### src/design/rkd_pkg.sv
// Shared constants, command codes and control structs for the rotary knob classifier.
package rkd_pkg;

   // Widths fixed by the item and register formats
   localparam int POSITION_BITS_DEFAULT = 16;
   localparam int ACC_BITS              = 32;
   localparam int CPD_BITS              = 8;
   localparam int LPM_BITS              = 16;
   localparam int TIME_BITS             = 32;
   localparam int CMD_BITS              = 2;
   localparam int EVENT_BITS            = 2;
   localparam int BYTE_BITS             = 8;
   localparam int CSR_INDEX_BITS        = 2;
   localparam int CSR_DATA_BITS         = 16;

   // Shift-subtract divider: one quotient bit per cycle
   localparam int DIV_STEPS = ACC_BITS;
   localparam int STEP_BITS = $clog2(DIV_STEPS);

   // Command codes
   localparam logic [CMD_BITS-1:0] CMD_POLL  = 2'd0;
   localparam logic [CMD_BITS-1:0] CMD_DRAIN = 2'd1;
   localparam logic [CMD_BITS-1:0] CMD_TAKE  = 2'd2;

   // Press event codes
   localparam logic [EVENT_BITS-1:0] EVENT_NONE  = 2'd0;
   localparam logic [EVENT_BITS-1:0] EVENT_SHORT = 2'd1;
   localparam logic [EVENT_BITS-1:0] EVENT_LONG  = 2'd2;

   // Register indexes and reset values
   localparam logic [CSR_INDEX_BITS-1:0] CSR_COUNTS_PER_DETENT = 2'd0;
   localparam logic [CSR_INDEX_BITS-1:0] CSR_LONG_PRESS_MS     = 2'd1;
   localparam logic [CPD_BITS-1:0]       CPD_RESET             = 8'd1;
   localparam logic [LPM_BITS-1:0]       LPM_RESET             = 16'd700;

   // Controller to datapath
   typedef struct packed {
      logic load_item;   // capture the accepted item
      logic div_start;   // load divider with |accumulator|
      logic div_step;    // one divider iteration
      logic commit;      // update state and load the result register
   } ctrl_cmd_type;

   // Datapath to controller
   typedef struct packed {
      logic needs_divide;  // drain with a nonzero divisor
      logic is_poll;       // held item is a poll
   } dp_status_type;

endpackage

### src/design/rkd_if.sv
// Channel interfaces: request items, result items and register writes.
interface rkd_req_if
   import rkd_pkg::*;
();
   logic                  valid;
   logic                  ready;
   logic [CMD_BITS-1:0]   cmd;
   logic                  reply_ok;
   logic [BYTE_BITS-1:0]  strap_byte;
   logic [BYTE_BITS-1:0]  position_low;
   logic [BYTE_BITS-1:0]  position_high;
   logic [BYTE_BITS-1:0]  button_byte;
   logic [TIME_BITS-1:0]  now_ms;

   modport source (output valid, cmd, reply_ok, strap_byte, position_low, position_high,
                   button_byte, now_ms, input ready);
   modport sink   (input valid, cmd, reply_ok, strap_byte, position_low, position_high,
                   button_byte, now_ms, output ready);
endinterface

interface rkd_rsp_if
   import rkd_pkg::*;
();
   logic                        valid;
   logic                        ready;
   logic signed [ACC_BITS-1:0]  detents;
   logic [EVENT_BITS-1:0]       press_event;
   logic                        button_held;
   logic                        reply_accepted;

   modport source (output valid, detents, press_event, button_held, reply_accepted,
                   input ready);
   modport sink   (input valid, detents, press_event, button_held, reply_accepted,
                   output ready);
endinterface

interface rkd_csr_if
   import rkd_pkg::*;
();
   logic                       valid;
   logic                       ready;
   logic [CSR_INDEX_BITS-1:0]  index;
   logic [CSR_DATA_BITS-1:0]   data;

   modport source (output valid, index, data, input ready);
   modport sink   (input valid, index, data, output ready);
endinterface

### src/design/rkd_ctrl.sv
// Controller: sequences decode, iterative divide and commit, and owns result valid.
module rkd_ctrl
   import rkd_pkg::*;
(
   input  logic          clock,
   input  logic          reset,
   input  logic          req_valid,
   output logic          req_ready,
   output logic          rsp_valid,
   input  logic          rsp_ready,
   input  dp_status_type status,
   output ctrl_cmd_type  cmd
);

   typedef enum logic [1:0] {
      ST_IDLE,
      ST_DECODE,
      ST_DIVIDE,
      ST_FINISH
   } state_type;

   state_type            state_ff;
   logic [STEP_BITS-1:0] step_ff;
   logic                 rsp_valid_ff;

   // Command decode
   always_comb begin
      req_ready     = (state_ff == ST_IDLE);
      cmd.load_item = req_valid && req_ready;
      cmd.div_start = (state_ff == ST_DECODE) && status.needs_divide;
      cmd.div_step  = (state_ff == ST_DIVIDE);
      cmd.commit    = (state_ff == ST_FINISH) && (!rsp_valid_ff || rsp_ready);
   end

   assign rsp_valid = rsp_valid_ff;

   // State, step count and result valid
   always_ff @(posedge clock) begin
      if (reset) begin
         state_ff     <= ST_IDLE;
         step_ff      <= '0;
         rsp_valid_ff <= 1'b0;
      end else begin
         unique case (state_ff)
            ST_IDLE: begin
               if (cmd.load_item) state_ff <= ST_DECODE;
            end
            ST_DECODE: begin
               step_ff <= '0;
               if (status.needs_divide) state_ff <= ST_DIVIDE;
               else                     state_ff <= ST_FINISH;
            end
            ST_DIVIDE: begin
               step_ff <= step_ff + 1'b1;
               if (step_ff == STEP_BITS'(DIV_STEPS - 1)) state_ff <= ST_FINISH;
            end
            ST_FINISH: begin
               if (cmd.commit) state_ff <= ST_IDLE;
            end
            default: state_ff <= ST_IDLE;
         endcase

         // Result register handshake
         if (cmd.commit)     rsp_valid_ff <= 1'b1;
         else if (rsp_ready) rsp_valid_ff <= 1'b0;
      end
   end

endmodule

### src/design/rkd_dp.sv
// Datapath: registers, knob state, poll update, shift-subtract divider and result register.
module rkd_dp
   import rkd_pkg::*;
#(
   parameter int POSITION_BITS = POSITION_BITS_DEFAULT
) (
   input  logic                        clock,
   input  logic                        reset,
   // register writes
   input  logic                        csr_write,
   input  logic [CSR_INDEX_BITS-1:0]   csr_index,
   input  logic [CSR_DATA_BITS-1:0]    csr_data,
   // request item
   input  logic [CMD_BITS-1:0]         req_cmd,
   input  logic                        req_reply_ok,
   input  logic [BYTE_BITS-1:0]        req_strap_byte,
   input  logic [BYTE_BITS-1:0]        req_position_low,
   input  logic [BYTE_BITS-1:0]        req_position_high,
   input  logic [BYTE_BITS-1:0]        req_button_byte,
   input  logic [TIME_BITS-1:0]        req_now_ms,
   // control
   input  ctrl_cmd_type                cmd,
   output dp_status_type               status,
   // result payload
   output logic signed [ACC_BITS-1:0]  rsp_detents,
   output logic [EVENT_BITS-1:0]       rsp_press_event,
   output logic                        rsp_button_held,
   output logic                        rsp_reply_accepted
);

   localparam int                 WIDE_BITS = ACC_BITS + 2;
   localparam logic [ACC_BITS-1:0] ACC_MAX  = {1'b0, {(ACC_BITS-1){1'b1}}};
   localparam logic [ACC_BITS-1:0] ACC_MIN  = {1'b1, {(ACC_BITS-1){1'b0}}};

   // Configuration
   logic [CPD_BITS-1:0]  cpd_ff;
   logic [LPM_BITS-1:0]  lpm_ff;

   // Held item
   logic [CMD_BITS-1:0]  item_cmd_ff;
   logic                 item_ok_ff;
   logic [BYTE_BITS-1:0] item_strap_ff, item_lo_ff, item_hi_ff, item_btn_ff;
   logic [TIME_BITS-1:0] item_now_ff;

   // Knob state
   logic [ACC_BITS-1:0]      acc_ff, acc_in;
   logic [POSITION_BITS-1:0] last_ff, last_in;
   logic                     seeded_ff, seeded_in;
   logic                     held_ff, held_in;
   logic [TIME_BITS-1:0]     start_ff, start_in;
   logic                     fired_ff, fired_in;
   logic [EVENT_BITS-1:0]    pend_ff, pend_in;

   // Divider
   logic [ACC_BITS-1:0]  quo_ff, quo_in;
   logic [CPD_BITS-1:0]  rem_ff, rem_in;
   logic                 neg_ff, neg_in;

   // Result register
   logic [ACC_BITS-1:0]   detents_ff, detents_in;
   logic [EVENT_BITS-1:0] event_ff, event_in;
   logic                  held_out_ff, accepted_ff, accepted_in;

   // Poll intermediates
   logic                      bad_reply, pressed;
   logic [31:0]               pos_wide;
   logic [POSITION_BITS-1:0]  pos_v, last_eff, delta_raw;
   logic [TIME_BITS-1:0]      start_eff, elapsed;
   logic                      fired_eff;
   logic signed [WIDE_BITS-1:0] sum_wide;
   logic                      sum_ovf;
   logic [CPD_BITS:0]         rem_shift;
   logic                      rem_ge;
   logic [ACC_BITS-1:0]       quo_signed, rem_signed;

   assign status.needs_divide = (item_cmd_ff == CMD_DRAIN) && (cpd_ff != '0);
   assign status.is_poll      = (item_cmd_ff == CMD_POLL);

   // Divider iteration: restoring shift-subtract
   always_comb begin
      rem_shift = {rem_ff, quo_ff[ACC_BITS-1]};
      rem_ge    = rem_shift >= {1'b0, cpd_ff};
      quo_in    = quo_ff;
      rem_in    = rem_ff;
      neg_in    = neg_ff;
      if (cmd.div_start) begin
         quo_in = acc_ff[ACC_BITS-1] ? (~acc_ff + 1'b1) : acc_ff;
         rem_in = '0;
         neg_in = acc_ff[ACC_BITS-1];
      end else if (cmd.div_step) begin
         quo_in = {quo_ff[ACC_BITS-2:0], rem_ge};
         rem_in = rem_ge ? CPD_BITS'(rem_shift - {1'b0, cpd_ff}) : CPD_BITS'(rem_shift);
      end
   end

   // Signed quotient and remainder follow the dividend sign
   always_comb begin
      quo_signed = neg_ff ? (~quo_ff + 1'b1) : quo_ff;
      rem_signed = neg_ff ? (~{{(ACC_BITS-CPD_BITS){1'b0}}, rem_ff} + 1'b1)
                          : {{(ACC_BITS-CPD_BITS){1'b0}}, rem_ff};
   end

   // Poll: reply check, seeding, wrap-safe delta, saturating add, press classify
   always_comb begin
      bad_reply = !item_ok_ff || ((item_strap_ff | item_lo_ff | item_hi_ff | item_btn_ff) == '0);
      pressed   = (item_btn_ff != '0);
      pos_wide  = {{(32-2*BYTE_BITS){1'b0}}, item_hi_ff, item_lo_ff};
      pos_v     = pos_wide[POSITION_BITS-1:0];
      last_eff  = seeded_ff ? last_ff  : pos_v;
      start_eff = seeded_ff ? start_ff : '0;
      fired_eff = seeded_ff && fired_ff;
      delta_raw = pos_v - last_eff;
      sum_wide  = $signed({{2{acc_ff[ACC_BITS-1]}}, acc_ff})
                + $signed({{(WIDE_BITS-POSITION_BITS){delta_raw[POSITION_BITS-1]}}, delta_raw});
      sum_ovf   = (sum_wide[WIDE_BITS-1:ACC_BITS-1] != '0) &&
                  (sum_wide[WIDE_BITS-1:ACC_BITS-1] != '1);

      acc_in      = acc_ff;
      last_in     = last_ff;
      seeded_in   = seeded_ff;
      held_in     = held_ff;
      start_in    = start_ff;
      fired_in    = fired_ff;
      pend_in     = pend_ff;
      detents_in  = '0;
      event_in    = EVENT_NONE;
      accepted_in = 1'b0;
      elapsed     = '0;

      case (item_cmd_ff)
         CMD_POLL: begin
            if (bad_reply) begin
               held_in   = 1'b0;
               pend_in   = EVENT_NONE;
               seeded_in = 1'b0;
            end else begin
               seeded_in   = 1'b1;
               last_in     = pos_v;
               accepted_in = 1'b1;
               if (sum_ovf) acc_in = sum_wide[WIDE_BITS-1] ? ACC_MIN : ACC_MAX;
               else         acc_in = sum_wide[ACC_BITS-1:0];
               start_in = start_eff;
               fired_in = fired_eff;
               if (pressed != held_ff) begin
                  held_in = pressed;
                  if (pressed) begin
                     start_in = item_now_ff;
                     fired_in = 1'b0;
                  end else if (!fired_eff) begin
                     pend_in = EVENT_SHORT;
                  end
               end
               elapsed = item_now_ff - start_in;
               if (held_in && !fired_in &&
                   (elapsed >= {{(TIME_BITS-LPM_BITS){1'b0}}, lpm_ff})) begin
                  fired_in = 1'b1;
                  pend_in  = EVENT_LONG;
               end
            end
         end
         CMD_DRAIN: begin
            if (cpd_ff != '0) begin
               acc_in     = rem_signed;
               detents_in = quo_signed;
            end
         end
         CMD_TAKE: begin
            event_in = pend_ff;
            pend_in  = EVENT_NONE;
         end
         default: begin
            // unused command: state unchanged
         end
      endcase
   end

   // Control state with reset
   always_ff @(posedge clock) begin
      if (reset) begin
         cpd_ff    <= CPD_RESET;
         lpm_ff    <= LPM_RESET;
         acc_ff    <= '0;
         last_ff   <= '0;
         seeded_ff <= 1'b0;
         held_ff   <= 1'b0;
         start_ff  <= '0;
         fired_ff  <= 1'b0;
         pend_ff   <= EVENT_NONE;
      end else begin
         if (csr_write) begin
            unique case (csr_index)
               CSR_COUNTS_PER_DETENT: cpd_ff <= csr_data[CPD_BITS-1:0];
               CSR_LONG_PRESS_MS:     lpm_ff <= csr_data[LPM_BITS-1:0];
               default: ;
            endcase
         end
         if (cmd.commit) begin
            acc_ff    <= acc_in;
            last_ff   <= last_in;
            seeded_ff <= seeded_in;
            held_ff   <= held_in;
            start_ff  <= start_in;
            fired_ff  <= fired_in;
            pend_ff   <= pend_in;
         end
      end
   end

   // Item capture, divider and result payload
   always_ff @(posedge clock) begin
      if (cmd.load_item) begin
         item_cmd_ff   <= req_cmd;
         item_ok_ff    <= req_reply_ok;
         item_strap_ff <= req_strap_byte;
         item_lo_ff    <= req_position_low;
         item_hi_ff    <= req_position_high;
         item_btn_ff   <= req_button_byte;
         item_now_ff   <= req_now_ms;
      end
      quo_ff <= quo_in;
      rem_ff <= rem_in;
      neg_ff <= neg_in;
      if (cmd.commit) begin
         detents_ff  <= detents_in;
         event_ff    <= event_in;
         held_out_ff <= held_in;
         accepted_ff <= accepted_in;
      end
   end

   assign rsp_detents        = $signed(detents_ff);
   assign rsp_press_event    = event_ff;
   assign rsp_button_held    = held_out_ff;
   assign rsp_reply_accepted = accepted_ff;

endmodule

### src/design/rotary_knob_delta_and_press_classifier.sv
// Rotary knob detent accumulator and short/long press classifier, top level.
// Takes one command at a time. A poll, a take, an unused command or a drain with a zero
// counts_per_detent passes through capture, decode and commit before its result is
// registered. A drain with a nonzero counts_per_detent runs the shift-subtract
// divider between decode and commit, one quotient bit per cycle. The result sits in
// an output register; the next item is taken while it waits, and that item stalls
// only at its own commit until the previous result has transferred. Register writes
// are always taken.
module rotary_knob_delta_and_press_classifier
   import rkd_pkg::*;
#(
   parameter int POSITION_BITS = POSITION_BITS_DEFAULT
) (
   input  logic      clock,
   input  logic      reset,
   rkd_req_if.sink   req_bus,
   rkd_rsp_if.source rsp_bus,
   rkd_csr_if.sink   csr_bus
);

   ctrl_cmd_type  ctrl_cmd;
   dp_status_type dp_status;

   assign csr_bus.ready = 1'b1;

   // Controller
   rkd_ctrl u_ctrl (
      .clock     (clock),
      .reset     (reset),
      .req_valid (req_bus.valid),
      .req_ready (req_bus.ready),
      .rsp_valid (rsp_bus.valid),
      .rsp_ready (rsp_bus.ready),
      .status    (dp_status),
      .cmd       (ctrl_cmd)
   );

   // Datapath
   rkd_dp #(
      .POSITION_BITS (POSITION_BITS)
   ) u_dp (
      .clock              (clock),
      .reset              (reset),
      .csr_write          (csr_bus.valid && csr_bus.ready),
      .csr_index          (csr_bus.index),
      .csr_data           (csr_bus.data),
      .req_cmd            (req_bus.cmd),
      .req_reply_ok       (req_bus.reply_ok),
      .req_strap_byte     (req_bus.strap_byte),
      .req_position_low   (req_bus.position_low),
      .req_position_high  (req_bus.position_high),
      .req_button_byte    (req_bus.button_byte),
      .req_now_ms         (req_bus.now_ms),
      .cmd                (ctrl_cmd),
      .status             (dp_status),
      .rsp_detents        (rsp_bus.detents),
      .rsp_press_event    (rsp_bus.press_event),
      .rsp_button_held    (rsp_bus.button_held),
      .rsp_reply_accepted (rsp_bus.reply_accepted)
   );

   // One item in flight: no transfer in the cycle after one
   a_one_in_flight: assert property (@(posedge clock) disable iff (reset)
      (req_bus.valid && req_bus.ready) |=> !req_bus.ready)
      else $error("request taken while an item is in flight");

   // A commit always presents a result
   a_commit_shows: assert property (@(posedge clock) disable iff (reset)
      ctrl_cmd.commit |=> rsp_bus.valid)
      else $error("commit did not raise result valid");

   // A press event result carries no detents and no poll acceptance
   a_event_alone: assert property (@(posedge clock) disable iff (reset)
      (rsp_bus.valid && (rsp_bus.press_event != EVENT_NONE)) |->
      (rsp_bus.detents == '0) && !rsp_bus.reply_accepted)
      else $error("press event mixed with other result fields");

   // Divider never starts except on a drain of a decoded item
   a_div_only_drain: assert property (@(posedge clock) disable iff (reset)
      ctrl_cmd.div_start |-> !dp_status.is_poll && $past(ctrl_cmd.load_item))
      else $error("divider started outside a drain");

endmodule
### src/flat_wrapper.sv
// flat-port wrapper written by rule: the top's interface ports become plain ports
module rotary_knob_delta_and_press_classifier_flat import rkd_pkg::*;
#(
   parameter int POSITION_BITS = POSITION_BITS_DEFAULT
)
  (clock, reset, req_bus_valid, req_bus_cmd, req_bus_reply_ok, req_bus_strap_byte, req_bus_position_low, req_bus_position_high, req_bus_button_byte, req_bus_now_ms, req_bus_ready, rsp_bus_valid, rsp_bus_detents, rsp_bus_press_event, rsp_bus_button_held, rsp_bus_reply_accepted, rsp_bus_ready, csr_bus_valid, csr_bus_index, csr_bus_data, csr_bus_ready);
  rkd_req_if req_bus_i ();
  rkd_rsp_if rsp_bus_i ();
  rkd_csr_if csr_bus_i ();
  input  logic clock;
  input  logic reset;
  input wire logic [$bits(req_bus_i.valid)-1:0] req_bus_valid;
  input wire logic [$bits(req_bus_i.cmd)-1:0] req_bus_cmd;
  input wire logic [$bits(req_bus_i.reply_ok)-1:0] req_bus_reply_ok;
  input wire logic [$bits(req_bus_i.strap_byte)-1:0] req_bus_strap_byte;
  input wire logic [$bits(req_bus_i.position_low)-1:0] req_bus_position_low;
  input wire logic [$bits(req_bus_i.position_high)-1:0] req_bus_position_high;
  input wire logic [$bits(req_bus_i.button_byte)-1:0] req_bus_button_byte;
  input wire logic [$bits(req_bus_i.now_ms)-1:0] req_bus_now_ms;
  output wire logic [$bits(req_bus_i.ready)-1:0] req_bus_ready;
  output wire logic [$bits(rsp_bus_i.valid)-1:0] rsp_bus_valid;
  output wire logic [$bits(rsp_bus_i.detents)-1:0] rsp_bus_detents;
  output wire logic [$bits(rsp_bus_i.press_event)-1:0] rsp_bus_press_event;
  output wire logic [$bits(rsp_bus_i.button_held)-1:0] rsp_bus_button_held;
  output wire logic [$bits(rsp_bus_i.reply_accepted)-1:0] rsp_bus_reply_accepted;
  input wire logic [$bits(rsp_bus_i.ready)-1:0] rsp_bus_ready;
  input wire logic [$bits(csr_bus_i.valid)-1:0] csr_bus_valid;
  input wire logic [$bits(csr_bus_i.index)-1:0] csr_bus_index;
  input wire logic [$bits(csr_bus_i.data)-1:0] csr_bus_data;
  output wire logic [$bits(csr_bus_i.ready)-1:0] csr_bus_ready;
  assign req_bus_i.valid = req_bus_valid;
  assign req_bus_i.cmd = req_bus_cmd;
  assign req_bus_i.reply_ok = req_bus_reply_ok;
  assign req_bus_i.strap_byte = req_bus_strap_byte;
  assign req_bus_i.position_low = req_bus_position_low;
  assign req_bus_i.position_high = req_bus_position_high;
  assign req_bus_i.button_byte = req_bus_button_byte;
  assign req_bus_i.now_ms = req_bus_now_ms;
  assign req_bus_ready = req_bus_i.ready;
  assign rsp_bus_valid = rsp_bus_i.valid;
  assign rsp_bus_detents = rsp_bus_i.detents;
  assign rsp_bus_press_event = rsp_bus_i.press_event;
  assign rsp_bus_button_held = rsp_bus_i.button_held;
  assign rsp_bus_reply_accepted = rsp_bus_i.reply_accepted;
  assign rsp_bus_i.ready = rsp_bus_ready;
  assign csr_bus_i.valid = csr_bus_valid;
  assign csr_bus_i.index = csr_bus_index;
  assign csr_bus_i.data = csr_bus_data;
  assign csr_bus_ready = csr_bus_i.ready;
  rotary_knob_delta_and_press_classifier #(.POSITION_BITS(POSITION_BITS)) u_core (.clock(clock), .reset(reset), .req_bus(req_bus_i), .rsp_bus(rsp_bus_i), .csr_bus(csr_bus_i));
endmodule
### config.mk
export PLATFORM = sky130hd
export DESIGN_NAME = rotary_knob_delta_and_press_classifier_flat
export DESIGN_NICKNAME = d
export VERILOG_FILES = /design/src/design/rkd_pkg.sv /design/src/design/rkd_if.sv /design/src/design/rkd_ctrl.sv /design/src/design/rkd_dp.sv /design/src/design/rotary_knob_delta_and_press_classifier.sv /design/src/flat_wrapper.sv
export SDC_FILE = /design/constraint.sdc
export NUM_CORES = 1
export LEC_CHECK = 0
export BUFFER_PORTS_ARGS = -buffer_cell sky130_fd_sc_hd__buf_2
export CAP_MARGIN = 20
export CORE_ASPECT_RATIO = 0.5
export CORE_MARGIN = 1.5
export CORE_UTILIZATION = 27
export DETAILED_ROUTE_END_ITERATION = 10
export MAX_ROUTING_LAYER = met4
export RECOVER_POWER = 50
export SLEW_MARGIN = 5
export SYNTH_ARGS = -nofsm -noshare
export SYNTH_HDL_FRONTEND = slang
export SYNTH_HIERARCHICAL = 1
export SYNTH_SLANG_ARGS = --single-unit
export TNS_END_PERCENT = 30
### constraint.sdc
create_clock -name clock -period 13.35 [get_ports clock]
set_clock_uncertainty 0.2 [all_clocks]
set_input_delay 2.67 -clock clock [delete_from_list [all_inputs] [get_ports clock]]
set_output_delay 2.67 -clock clock [all_outputs]
set_load 0.03 [all_outputs]
==> results_dict.tcl, run 1 <==
set metrics [dict create \
    status "finished, violations left" \
    violations "max-capacitance violations, max-slew violations" \
    root_buffer "clkbuf_16" \
    synthTopCellsByArea "edfxtp_1, dfxtp_1, ha_1" \
    overflow 0 \
    ctsHtreeMaxLevel 1 \
    core_um2 61100 \
    drt_iter0_markers 863 \
    hold_path.class "flip-flop to flip-flop" \
    pin_count 129 \
    tritoncts "yes" \
    grt_max_degree 73 \
    cp.required_ps 13580 \
    final_common_cell "nor2_1" \
    fmax_mhz 126 \
    clock-sinks 261 \
    grt_pass1_wl_um 70000 \
    criticalPathCategory "flip-flop to flip-flop" \
    ff2ff_setup_slack_ps 5420 \
    nNetsFinal 2156 \
    whs_endpoint "u_core/u_dp/last_ff[6]" \
    post_cts_buffers 0 \
    rsz0062_at_grt "false" \
    crit_path_start_kind "flip-flop" \
    drc 0 \
    final_util_pct 31.1 \
    finalHoldViolCount 0 \
    p_leak_nw 7.43 \
    dr.pass1.iters 5 \
    synth_nets 2080 \
    wl_per_cell_um 15.8 \
    r2r_end "u_core/u_dp/pend_ff[1]" \
    cts_hold_buf 0 \
    cp.arrival_ps 8170 \
    r2r_start "u_core/u_dp/item_btn_ff[7]" \
    vias 13800 \
    mostFrequentLayoutCells "nor2_1, a21oi_1, nand2_1, edfxtp_1, dfxtp_1" \
    routabilityCongestion 0.881 \
    max_stage_delay_ps 600 \
    yosysWarnings 6 \
    end_kind "flip-flop" \
    ys_ff_latch 261 \
    slowest_stage "a311oi_1" \
    cap_violations 5 \
    holdPathStages 2 \
    slew_headroom_pct -226 \
    setup_violations 0 \
    power_density_nw_per_um2 189 \
    synth_cell_types 78 \
    final.period_utilization_pct 59.4 \
    final.fill_count 6407 \
    finalNonFillerCells 2797 \
    cp_max_fo 41 \
    synth.top_cell.area_share_pct 24.5 \
    hpwl_um 32400 \
    grt_pass1_vias 12700 \
    die_area_um2 63400 \
    row_count 64 \
    avgSynthCellArea_um2 8.90 \
    dp.cells 2745 \
    setup-tns-final_ps 0 \
    cts_resized 0 \
    io_buffers 127 \
    startpoint "u_core/u_dp/item_btn_ff[7]" \
    synth_cells 1874 \
    area_delta_synth_final_pct 14.0 \
    antenna_found_initial 0 \
    synth_edf_count 136 \
    synth_top_area_cell "edfxtp_1" \
    diodes 0 \
    min_period_ps 7930 \
    vias_per_cell 4.94 \
    clock_latency_ps 570 \
    grt_usage_pct 14.0 \
    synth_flop_cell "edfxtp_1" \
    fp.dieW_um 355 \
    async_flop_share_pct 0 \
    initial_core_util_pct 27.3 \
    finalPower_mw 3.60 \
    cts_buffers 28 \
    drive_gt1_share_pct 10.0 \
    drv_slew 287 \
    die_y_um 179 \
    clk_pin_slew_ps 70 \
    final_antenna_net_count 0 \
    synth.cell_area_um2 16700 \
    rr_worst_depth 28 \
    synth-seq-area-share_pct 39.5 \
    clk_path_buf_depth 3 \
    hp-start "u_core/u_dp/last_ff[6]" \
    worst_slew_pin_slew_ps 4900 \
    peakVddDrop_mv 0.0969 \
    wl_um 44200 \
]
## flip-flops by register name, indices dropped and copies added, names as in the netlist, 2 cells and up
signal,count
u_core/u_dp/item_hi_ff,8
u_core/u_dp/item_now_ff,32
u_core/u_dp/last_ff,16
u_core/u_dp/lpm_ff,16
u_core/u_dp/item_strap_ff,8
u_core/u_ctrl/step_ff,5
u_core/u_ctrl/state_ff,2
u_core/u_dp/quo_ff,32
u_core/u_dp/rsp_detents,32
u_core/u_dp/item_cmd_ff,2
u_core/u_dp/start_ff,32
u_core/u_dp/rem_ff,8
u_core/u_dp/item_lo_ff,8
u_core/u_dp/cpd_ff,8
u_core/u_dp/acc_ff,32
u_core/u_dp/item_btn_ff,8
u_core/u_dp/rsp_press_event,2
u_core/u_dp/pend_ff,2
## layout make-up
type | instances | area [µm²] | area share (%)
repair buffers | 142 | 713 | 3.75
well taps | 825 | 1030 | 5.43
multi-input cells | 1439 | 9450 | 49.7
inverters | 78 | 293 | 1.54
clock buffers | 38 | 790 | 4.15
flip-flops and latches | 261 | 6590 | 34.6
clock inverters | 14 | 153 | 0.803
## cells in the mapped netlist (all sizes together), types with 44 or more instances
master  number
a21o        51
dfxtp      125
nor2       230
nand2      157
inv         78
edfxtp     136
xor2        79
xnor2       44
a211oi      45
o21ai       81
clkbuf      86
a21oi      179
ha         112
## worst max-delay path: cells and delay by family, from the launching register on
kind,cells,cell delay [ps]
AND/OR/NAND/NOR,10,2950
AO/OA/AOI/OAI,11,2570
adder cells (fa/ha/maj),3,1070
buffers and inverters,3,440
flip-flops,1,360
XOR/XNOR,1,170
## stage by stage
step | setup WS, ps | hold WS (ps) | area (µm²)
2_1_floorplan | 5300 | 236 | 16700
3_3_place_gp | 5700 | 242 | 18100
3_5_place_dp | 5540 | 249 | 18100
4_1_cts | 5510 | 258 | 19100
5_1_grt | 4740 | 274 | 19000
6_report | 5420 | 253 | 19000
## kinds of logic after synthesis
kind of cell | Yosys count | share of synthesized area (%)
buf+inv | 174 | 3.94
other cells | 1 | 0.0225
flops | 261 | 39.5
simple gates | 633 | 18.4
fa+ha+maj | 116 | 8.88
compound gates | 542 | 21.4
xor+xnor | 123 | 6.46
mux | 24 | 1.45
## worst max-delay path by stage
stage,end,slack [ps],cells after the start
CTS,u_core/u_dp/pend_ff[1],5510,28
finish,u_core/u_dp/pend_ff[1],5420,28
global placement,u_core/u_dp/pend_ff[1],5700,27
detailed placement,u_core/u_dp/pend_ff[1],5540,28
floorplan,u_core/u_dp/acc_ff[17],5300,33
global route,u_core/u_dp/pend_ff[1],4740,28
## layer usage
layer	track usage (%)	wire length (µm)	vias to the layer above
met5	-	0	-
met1	18.5	21100	6523
li1	-	-	7027
met3	1.86	1760	54
met2	23.0	20500	218
met4	3.03	824	0
## power by group
group / total [mW] / internal (mW) / switching (mW)
clock network: 0.811 / 0.471 / 0.339
registers: 1.18 / 1.04 / 0.134
logic: 1.62 / 0.642 / 0.974
total: 3.60 / 2.16 / 1.45
No activity file was read; power rests on OpenSTA's default activity.
==> run 2, diff against run 1 <==
--- a/config.mk
+++ b/config.mk
@@ -5,6 +5,7 @@
 export SDC_FILE = /design/constraint.sdc
 export NUM_CORES = 1
 export LEC_CHECK = 0
+export ABC_AREA = 1
 export BUFFER_PORTS_ARGS = -buffer_cell sky130_fd_sc_hd__buf_2
 export CAP_MARGIN = 20
 export CORE_ASPECT_RATIO = 0.5
==> constraint.sdc (replaced) <==
create_clock -name clock -period 8.25 [get_ports clock]
set_clock_uncertainty 0.2 [all_clocks]
set_input_delay 1.65 -clock clock [delete_from_list [all_inputs] [get_ports clock]]
set_output_delay 1.65 -clock clock [all_outputs]
set_load 0.03 [all_outputs]
==> run 2 against run 1 <==
  * The flow still finishes with violations (max-capacitance violations, max-slew violations)
  * Count of clock-buffer cells in the layout shrank 2
  * Non-clock buffer count decreased by 4
  * Via count is 9.6% higher
  * Cell count is 15% higher
  * Sequential share of layout area down 0.92 points
  * Sequential power rose by 58%
  * Register-to-register slack got worse by 3900 ps
==> results_dict.tcl, run 2 <==
set metrics [dict create \
    power_density_nw_per_um2 305 \
    antenna_found_initial 1 \
    post_cts_buffers 0 \
    synth_cells 2268 \
    clock-sinks 261 \
    final.period_utilization_pct 81.7 \
    fp.dieW_um 360 \
    power_frac_clock_pct 21.9 \
    finalHoldWorstSlack_ps 252 \
    dr.pass1.iters 5 \
    startpoint "u_core/u_dp/seeded_ff" \
    sw_frac_of_total_pct 44.0 \
    root_buffer "clkbuf_16" \
    drv_slew 208 \
    clk_path_buf_depth 3 \
    hold_path.class "flip-flop to flip-flop" \
    setup_violations 0 \
    routabilityCongestion 0.894 \
    yosysWarnings 6 \
    worst_slew_pin_slew_ps 3990 \
    max_stage_delay_ps 780 \
    status "finished, violations left" \
    final.fill_count 6806 \
    area_delta_synth_final_pct 13.7 \
    seqPwrFrac_pct 31.5 \
    cts_hold_buf 0 \
    hp-start "u_core/u_dp/last_ff[1]" \
    peakVddDrop_mv 0.179 \
    wl_per_cell_um 14.7 \
    cts_buffers 29 \
    rsz0062_at_grt "false" \
    pwr-share-comb_pct 46.6 \
    p_int_mw 3.33 \
    violations "max-capacitance violations, max-slew violations" \
    grt_pass1_vias 14200 \
    cp_top_family "compound AO/OA/AOI/OAI gates" \
    cts_resized 0 \
    synth_top_family_by_area "simple AND/OR/NAND/NOR gates" \
    synth_cell_types 56 \
    yosysMostFrequentCell "nand2_1" \
    pre_cts_ws_ps 1580 \
    ys_ff_latch 261 \
    cp.arrival_ps 6960 \
    row_count 65 \
    die_area_um2 65300 \
    slew_headroom_pct -166 \
    clock_latency_ps 570 \
    nNetsFinal 2569 \
    drive_gt1_share_pct 9.52 \
    pin_count 129 \
    vias 15100 \
    grt_usage_pct 14.5 \
    grt_pass1_wl_um 74900 \
    r2r_start "u_core/u_dp/seeded_ff" \
    cp.required_ps 8470 \
    clk_pin_slew_ps 70 \
    avgSynthCellArea_um2 7.58 \
    muxShareOfSynthArea_pct 0 \
    cp_max_fo 40 \
    switching_power_mw 2.62 \
    synth.cell_area_um2 17200 \
    synthSimpleGateAreaFrac_pct 21.2 \
    synth_edf_count 136 \
    mostFrequentLayoutCells "nand2_1, inv_1, o21ai_0, a21oi_1, nor2_1" \
    hpwl_um 36100 \
    min_period_ps 6740 \
    crit_path_start_kind "flip-flop" \
    core_um2 62900 \
    tritoncts "yes" \
    io_buffers 127 \
    end_kind "flip-flop" \
    vias_per_cell 4.70 \
    overflow 0 \
    synth_common_cells "nand2_1, inv_1, o21ai_0" \
    synth_top_area_cell "edfxtp_1" \
    async_flop_share_pct 0 \
    criticalPathCategory "flip-flop to flip-flop" \
    final_antenna_net_count 0 \
    finalHoldViolCount 0 \
    crit_top_cell "nand2_1" \
    design_area_um2 19500 \
    ctsHtreeMaxLevel 1 \
    synth_nets 2474 \
    die_y_um 181 \
    synth_xor_area_share_pct 4.69 \
    drt_iter0_markers 1010 \
    synth.top_cell.area_share_pct 23.8 \
    finalPower_mw 5.95 \
    initial_core_util_pct 27.3 \
    synthTopCellsByArea "edfxtp_1, dfxtp_1, nand2_1" \
    p_leak_nw 8.49 \
    synth-compound-area-share_pct 18.7 \
    synth_flop_cell "edfxtp_1" \
    fin_ws_ps 1510 \
    final_common_cell "nand2_1" \
    diodes 0 \
    cp_num_buf_inv 2 \
    fmax_mhz 148 \
    placed_area_um2 18700 \
    slowest_stage "dfxtp_2" \
    setup-tns-final_ps 0 \
    drc 0 \
    grt_max_degree 100 \
    synth-seq-area-share_pct 38.3 \
    wl_um 47200 \
    cap_violations 3 \
    synth_fa_ha_area_share_pct 8.62 \
]
-- run 2: area by class of cell --
type / count / area (µm²) / share of cell area, %
Timing Repair Buffer: 138 / 676 / 3.46
Multi-Input combinational cell: 1631 / 9150 / 46.8
Tap cell: 837 / 1050 / 5.36
Clock buffer: 36 / 774 / 3.96
Clock inverter: 16 / 169 / 0.865
Inverter: 302 / 1130 / 5.81
Sequential cell: 261 / 6590 / 33.7
-- run 2: final timing paths --
kind,slack [ps],cells after the start,end
max reg2reg,1510,30,u_core/u_dp/acc_ff[27]
min,250,2,u_core/u_dp/last_ff[1]
min reg2reg,250,2,u_core/u_dp/last_ff[1]
max,1510,30,u_core/u_dp/acc_ff[27]
-- run 2: power by group through the flow --
stage / logic, mW / registers, mW / clock network, mW
after CTS: 2.79 / 1.86 / 1.34
final: 2.78 / 1.87 / 1.30
after global placement: 2.74 / 1.89 / 0
after detailed placement: 2.77 / 1.89 / 0
after global routing: 3.18 / 1.91 / 1.40
after floorplan: 2.12 / 1.85 / 0
-- run 2: cells by family after synthesis --
family | Yosys count
AO/OA/AOI/OAI | 578
buffers and inverters | 376
adder cells (fa/ha/maj) | 116
AND/OR/NAND/NOR | 844
flip-flops | 261
other | 1
XOR/XNOR | 92
-- run 2: metrics by stage --
stage / utilization, % / std cells
after floorplan: - / 2268
after global placement: 29.6 / 3168
after detailed placement: 29.6 / 3169
after CTS: 31.1 / 3221
after global routing: 31.0 / 3221
final: 31.0 / 3221
-- run 2: per-layer routing --
layer  global-route usage (%)  up-vias  part of all wire [%]
met5                        -        -                     0
met3                     1.98       55                   3.8
li1                         -     7833                     -
met2                     23.5      264                    46
met1                     19.3     6996                    49
met4                     2.64        0                   1.7
-- run 2: worst register-to-register path: cells and delay by family, from the launching register on --
kind | cells | cell delay (ps)
compound gates | 16 | 2690
fa+ha+maj | 2 | 910
buf+inv | 2 | 130
xor+xnor | 1 | 230
simple gates | 9 | 1650
flops | 1 | 780
==> run 3, diff against run 2 <==
==> constraint.sdc (replaced) <==
create_clock -name clock -period 6.55 [get_ports clock]
set_clock_uncertainty 0.2 [all_clocks]
set_input_delay 1.31 -clock clock [delete_from_list [all_inputs] [get_ports clock]]
set_output_delay 1.31 -clock clock [all_outputs]
set_load 0.03 [all_outputs]
==> run 3 against run 2 <==
  * The flow still finishes with violations (max-capacitance violations, max-slew violations)
  * First-iteration DRC count fell by 2.8%
  * Critical path depth rose by 7
  * Cell area rose by 0.18%
  * Largest cell class unchanged
  * Fmax grew 15%
  * Sequential power up 26%
==> results_dict.tcl, run 3 (synthesized netlist as in run 2, its figures left out) <==
set metrics [dict create \
    row_count 65 \
    fp.dieW_um 360 \
    ctsHtreeMaxLevel 1 \
    cts_hold_buf 0 \
    ff2ff_setup_slack_ps 680 \
    cts_buffers 29 \
    clk_path_buf_depth 3 \
    nNetsFinal 2574 \
    io_buffers 127 \
    rsz0062_at_grt "false" \
    final_antenna_net_count 0 \
    final_common_cell "nand2_1" \
    area_delta_synth_final_pct 13.9 \
    tritoncts "yes" \
    die_y_um 181 \
    status "finished, violations left" \
    cp_max_fo 15 \
    rr_worst_depth 37 \
    grt_pass1_vias 14300 \
    crit_path_start_kind "flip-flop" \
    setup_violations 0 \
    cts_resized 0 \
    power_density_nw_per_um2 385 \
    antenna_found_initial 1 \
    grt_usage_pct 14.3 \
    cap_violations 3 \
    hpwl_um 35700 \
    drc 0 \
    pin_count 129 \
    holdPathStages 2 \
    vias_per_cell 4.66 \
    cp.arrival_ps 6160 \
    mostFrequentLayoutCells "nand2_1, inv_1, o21ai_0, a21oi_1, nor2_1" \
    crit_top_cell "nor2_1" \
    drive_gt1_share_pct 9.12 \
    dr.pass1.iters 6 \
    placed_area_um2 18700 \
    crit_cells 37 \
    criticalPathCategory "flip-flop to flip-flop" \
    fmax_mhz 170 \
    max_stage_delay_ps 410 \
    clk_pin_slew_ps 70 \
    design_area_um2 19600 \
    cp_top_family "simple AND/OR/NAND/NOR gates" \
    routabilityCongestion 0.931 \
    wl_per_cell_um 14.3 \
    hold_path.class "flip-flop to flip-flop" \
    min_period_ps 5870 \
    peakVddDrop_mv 0.176 \
    post_cts_buffers 0 \
    slew_headroom_pct -123 \
    drv_slew 165 \
    root_buffer "clkbuf_16" \
    end_kind "flip-flop" \
    slowest_stage "edfxtp_1" \
    diodes 0 \
    grt_pass1_wl_um 74600 \
    final.period_utilization_pct 89.6 \
    drt_iter0_markers 982 \
    setup-tns-final_ps 0 \
    initial_core_util_pct 27.3 \
    violations "max-capacitance violations, max-slew violations" \
    clock-sinks 261 \
    clock_latency_ps 580 \
    vias 15000 \
    finalHoldWorstSlack_ps 257 \
    p_leak_nw 8.52 \
    grt_max_degree 69 \
    die_area_um2 65300 \
    finalHoldViolCount 0 \
    wl_um 46300 \
    cp_num_buf_inv 3 \
    cp.required_ps 6840 \
    worst_slew_pin_slew_ps 3350 \
    core_um2 62900 \
    overflow 0 \
]
-- run 3: cell types whose count changed in the layout (fill, tap and decap cells not counted), sizes merged --
cell      before  now
buf          111  106
bufinv         2    3
clkbuf        63   74
clkinv        12   13
clkinvlp       5    1
inv          299  302
-- run 3: worst reg2reg max path, delay by kind of cell (launching register included) --
kind            cells  cell delay, ps
compound gates      6            1020
xor+xnor            1             190
fa+ha+maj           4            1210
buf+inv             3             300
flops               1             410
simple gates       23            2470
-- run 3: metrics by stage --
step                total power [mW]  setup WS, ps  utilization [%]  std cells
floorplan                       5.01          1020                -       2268
global placement                5.83           505             29.7       3174
detailed placement              5.88           321             29.7       3174
CTS                             7.60           286             31.2       3228
global route                    8.21           109             31.1       3228
finish                          7.53           680             31.1       3228
-- run 3: power by group --
group | switching [mW] | internal, mW | total (mW)
logic | 2.33 | 1.18 | 3.51
registers | 0.249 | 2.10 | 2.35
clock network | 0.710 | 0.970 | 1.68
-- run 3: metal layers --
| metal | GRT usage [%] | wire [µm] |
|---|---|---|
| met3 | 1.72 | 1400 |
| met2 | 22.7 | 20800 |
| met5 | - | 0 |
| met1 | 19.5 | 23200 |
| met4 | 2.93 | 900 |
-- run 3: area by class of cell --
type,instances,area [µm²]
clock inverter,17,176
timing repair buffer,143,693
sequential,261,6590
tap,837,1050
fill,6754,43400
inverter,302,1130
multi-input combinational,1631,9150
clock buffer,37,786
-- run 3: worst paths after layout --
check,startpoint,endpoint
setup / recovery,u_core/u_dp/item_btn_ff[4],u_core/u_dp/pend_ff[1]
hold / removal,u_core/u_dp/last_ff[11],u_core/u_dp/last_ff[11]
setup reg to reg,u_core/u_dp/item_btn_ff[4],u_core/u_dp/pend_ff[1]
hold reg to reg,u_core/u_dp/last_ff[11],u_core/u_dp/last_ff[11]
